### src/hdl/csat_ram.sv
// Generic simple dual-port RAM: one write port, one read port with registered data.
// No dependencies.
module csat_ram #(
  parameter int WIDTH = 8,
  parameter int DEPTH = 16,
  localparam int AW = (DEPTH > 1) ? $clog2(DEPTH) : 1
) (
  input  logic             clk,
  input  logic             we,
  input  logic [AW-1:0]    waddr,
  input  logic [WIDTH-1:0] wdata,
  input  logic             re,
  input  logic [AW-1:0]    raddr,
  output logic [WIDTH-1:0] rdata
);

  logic [WIDTH-1:0] mem [DEPTH];
  logic [WIDTH-1:0] rdata_r;

  // Write port
  always_ff @(posedge clk) begin
    if (we) begin
      mem[waddr] <= wdata;
    end
  end

  // Read port, data held until the next read
  always_ff @(posedge clk) begin
    if (re) begin
      rdata_r <= mem[raddr];
    end
  end

  assign rdata = rdata_r;

endmodule

### config.mk
export PLATFORM = sky130hd
export DESIGN_NAME = csat_ram
export DESIGN_NICKNAME = d
export VERILOG_FILES = /design/src/hdl/csat_ram.sv
export SDC_FILE = /design/constraint.sdc
export NUM_CORES = 1
export LEC_CHECK = 0
export CORE_ASPECT_RATIO = 0.8
export CORE_MARGIN = 1
export CORE_UTILIZATION = 62
export DETAILED_ROUTE_END_ITERATION = 16
export DONT_BUFFER_PORTS = 1
export PLACE_DENSITY = 0.78
export SETUP_SLACK_MARGIN = 0.4
export SYNTH_ARGS = -nofsm -noshare
export SYNTH_HDL_FRONTEND = slang
export SYNTH_SLANG_ARGS = --single-unit
### constraint.sdc
create_clock -name clk -period 2.3 [get_ports clk]
set_input_delay 0.345 -clock clk [delete_from_list [all_inputs] [get_ports clk]]
set_output_delay 0.345 -clock clk [all_outputs]
set_load 0.005 [all_outputs]
# Word level (Yosys, flattened, before mapping)

Memory sizes are Yosys's and may differ from the RTL's. A register that Yosys moved wholly into a read port is not among the register bits.
Index checks and enable logic that the tools add are counted.

Mux-type cells: 2

Operators with widths:

| kind    | number |
|---|---|
| $mux W1 | 2 |

Input bits: 19
RAM bits: 128
Memories: 1
Output and inout port bits: 8
Flip-flop bits (word level): 0

Memory list:

| name | depth | width | rd ports | clocked after Yosys merged registers in | wr ports | RTL line | source |
|---|---|---|---|---|---|---|---|
| mem  | 16    | 8     | 1        | 1                                       | 1        | 17       | `logic [WIDTH-1:0] mem [DEPTH];` |

# Depth between registers and ports, before layout

Depth after elaboration: 2
Depth in mapped cells: 5
Mapped depth without buffers: 3

# Worst setup path after synthesis

No wires, ideal clock.

Path kind: input to register
From: input port waddr[2]
To: memory mem[0][0], enable pin
Data arrival time: 1.455 ns
Stages: 2
Setup slack: 0.462 ns
Cells stage by stage: or3b_2 -> nor3_1

RTL lines:

| what               | RTL line | source |
|---|---|---|
| start: declaration | 10       | `input logic [AW-1:0] waddr,` |
| end: declaration   | 17       |  |

No word-level cell before the write port.

==> summary.txt <==
STA
  • Worst slew pin tran: 0.8070 ns
  • Tcrit/Tclk final: 0.6830
  • Total negative slack: 0 ns
  • FMAX: 636.6 MHz
  • Fin. Hold Viols: 0
  • Max-Slew Margin vs Limit: 0.4600
  • Max-slew violation count: 0
  • Clock Skews: 0.01004 ns
  • RSZ-0062 raised after global routing: false
  • Hold WS: 0.1019 ns
  • Final Setup Violations: 0
  • Final Critical Period: 1.571 ns

Critical path
  • WP data arrival: 1.83 ns
  • Critical Path Slowest Stage Cell: mux4_2
  • CP Cell Sequence: mux4_2, a22oi_1, nand2_1
  • Origin of the critical flop-to-flop path: mem[8][7]$_DFFE_PP_
  • Path depth of the worst reg2reg path: 3
  • Crit end category: register
  • R2R Setup Slk: 0.73 ns
  • Worst setup path end: rdata[7]$_DFFE_PP_
  • CP startpoint: mem[8][7]$_DFFE_PP_
  • Critical path data required time: 2.56 ns
  • Critical path class: reg2reg
  • Crit path max fanout: 1
  • Startpoint types: register
  • Critical path's largest stage delay: approximately 0.51 ns
  • Worst R2R End: rdata[7]$_DFFE_PP_

Synth
  • Synth Area per Inst: 22.83 µm²
  • Post-synthesis sequential area ratio: 0.7812
  • Yosys reg bits: 136
  • Largest area contributor in the netlist: edfxtp_1
  • Synth Instances: between 200 and 250
  • Synth cell types: 18
  • Ys Warns: 0
  • Mapped Area: 0.005228 mm²
  • Share of the synthesized area in the top cell type: 0.7812
  • Synth Net Count: 248
  • Area contributors post-synth: edfxtp_1, mux4_2, mux4_1

Routing
  • Metal3 WL: 1104 µm
  • Detailed-route via count: 2,523
  • Vias per cell: 6.622
  • Top Layer Used: met4
  • Initial DRC Count: 211
  • WL met1: 4474 µm
  • Met2 routed wirelength: 5160 µm
  • DRC: 0
  • Detailed Route WL: 10,880 µm
  • DR WL/cell: 28.54 µm
  • Drt pass-1 iters: 5
  • Final ANT Viol Nets: 0

GRT
  • Largest net degree at the start of global routing: 33
  • Vias in the first global route: around 2,600
  • GRT overflow: 0
  • Antenna violations before repair: 0
  • First-pass GRT wire length: 16,040 µm
  • Global-route usage over all layers: 0.2713

Power and ir drop
  • Power, Total: 0.005585 W
  • Power per cell area: between 900 and 1000 mW/mm²
  • LEAKAGE: 1.984 nW
  • VDD IR max: 0.8914 mV

CTS
  • TritonCTS clock tree: yes
  • Post CTS Setup Buffer Count: 0
  • # clock sinks: 136
  • CTS resizes: 0
  • Clock transition at path regs: 0.06 ns
  • CTS Root Cell: clkbuf_8
  • H-tree depth: 4
  • Clock latency on the worst-skew pair: 0.52 ns
  • TritonCTS Buffers: 17
  • Clock Path Buffers: 2

Run status
  • Outcome: complete, no violations

Place
  • Hpwl dp: a little over 6000 µm
  • Port bufs: 0
  • Placed cells: between 300 and 400
  • Final GP Congestion: approximately 0.74

Run
  • MaxCap Viol Count: 0

Floorplan
  • Die height: about 84 µm
  • Ports: 27
  • Num rows: 29
  • Initial core utilization: 0.6490
  • Die ar.: 0.008805 mm²
  • Die Wd: 104.7 µm
  • Core ar.: a little over 0.008 mm²

Final layout
  • Layout cells sized above 1: 0.2088
  • NumNets Final: 280
  • Finished Core Util: 0.7482
  • Area Growth Syn to Fin: 15.29%
  • Post-Layout Cell Count: 381
  • Diodes inserted: 0

Min path
  • Hold_sp: waddr[0]
  • Worst min path class: in2reg
worst min path at each step:
stage | to | slack [ns] | depth (start not counted)
after floorplan | mem[0][0]$_DFFE_PP_ | 0.44 | 0
after global placement | mem[9][5]$_DFFE_PP_ | 0.44 | 0
after detailed placement | mem[6][7]$_DFFE_PP_ | 0.44 | 0
after CTS | mem[8][3]$_DFFE_PP_ | 0.09 | 1
after global routing | mem[8][4]$_DFFE_PP_ | 0.09 | 1
final | mem[8][3]$_DFFE_PP_ | 0.10 | 1
cell type report:
class	count	area, µm²
sequential	136	4084
fill	460	2028
multi-input combinational	83	1057
clock buffer	19	421.7
timing repair buffer	23	195.2
tap	108	135.1
clock inverter	12	133.9
state kept, by name, summed over array words and instances, names as in the netlist:
register	count
mem	128
rdata	8
placed cells by master (no fill, tap or decap):
master and count:
a22oi_1 16, dlygate4sd3_1 9, bufinv_16 3, nand2_1 9
or3b_2 1, and2b_1 1, clkbuf_1 2, nor3_1 4
mux4_1 14, clkbuf_16 16, nand3_1 1, nor2_1 13
edfxtp_1 136, clkbuf_8 1, nand3b_1 2, nand2b_1 2
nor2b_1 1, clkinv_2 2, clkinv_1 5, clkinvlp_4 2
and2_1 1, buf_4 14, mux4_2 18
report_power, final:
part | switching [W] | internal (W)
sequential | 0.0000200 | 0.00280
combinational | 0.000118 | 0.0000940
clock | 0.000939 | 0.00162
total | 0.00108 | 0.00451
kinds of logic after synthesis:
group,Yosys count,synth area share
and+or+nand+nor,35,0.03136
buffers and inverters,10,0.01651
AOI/OAI and AO/OA,16,0.02298
muxes,32,0.1479
DFF,136,0.7812
synthesized netlist by cell type:
master and number:
buf_6 3, buf_2 3, nand3_1 1, mux4_1 14, a22oi_1 16, nand3b_1 2, buf_4 1, nor2_1 13
clkdlybuf4s25_2 3, mux4_2 18, nor2b_1 1, or3b_2 1, and2_1 1, nor3_1 4, nand2_1 9, nand2b_1 2
edfxtp_1 136, and2b_1 1
worst max-delay path, delay by kind of cell (launching register included):
kind | cells | cell delay (ns)
AO/OA/AOI/OAI | 1 | 0.33
flip-flops | 1 | 0.37
AND/OR/NAND/NOR | 1 | 0.10
multiplexers | 1 | 0.51
stage by stage:
| stage | setup slack [ns] | cell area, µm² |
|---|---|---|
| 2_1_floorplan | 0.4621 | 5228 |
| 3_3_place_gp | 0.7370 | 5381 |
| 3_5_place_dp | 0.7233 | 5381 |
| 4_1_cts | 0.7429 | 6027 |
| 5_1_grt | 0.7298 | 6027 |
| 6_report | 0.7291 | 6027 |
repair_timing:
action / in CTS / in global routing
hold buffers: 9 / 0
setup endpoints to repair: 0 / 0
endpoints found under the hold margin: 136 / 0
per-layer routing:
| metal | up-vias | global-route usage |
|---|---|---|
| li1 | 1047 | - |
| met1 | 1294 | 0.4094 |
| met2 | 171 | 0.3998 |
| met3 | 11 | 0.06677 |
| met4 | 0 | 0.09347 |
| met5 | - | 0 |
Power figures use the tool's default switching activity.
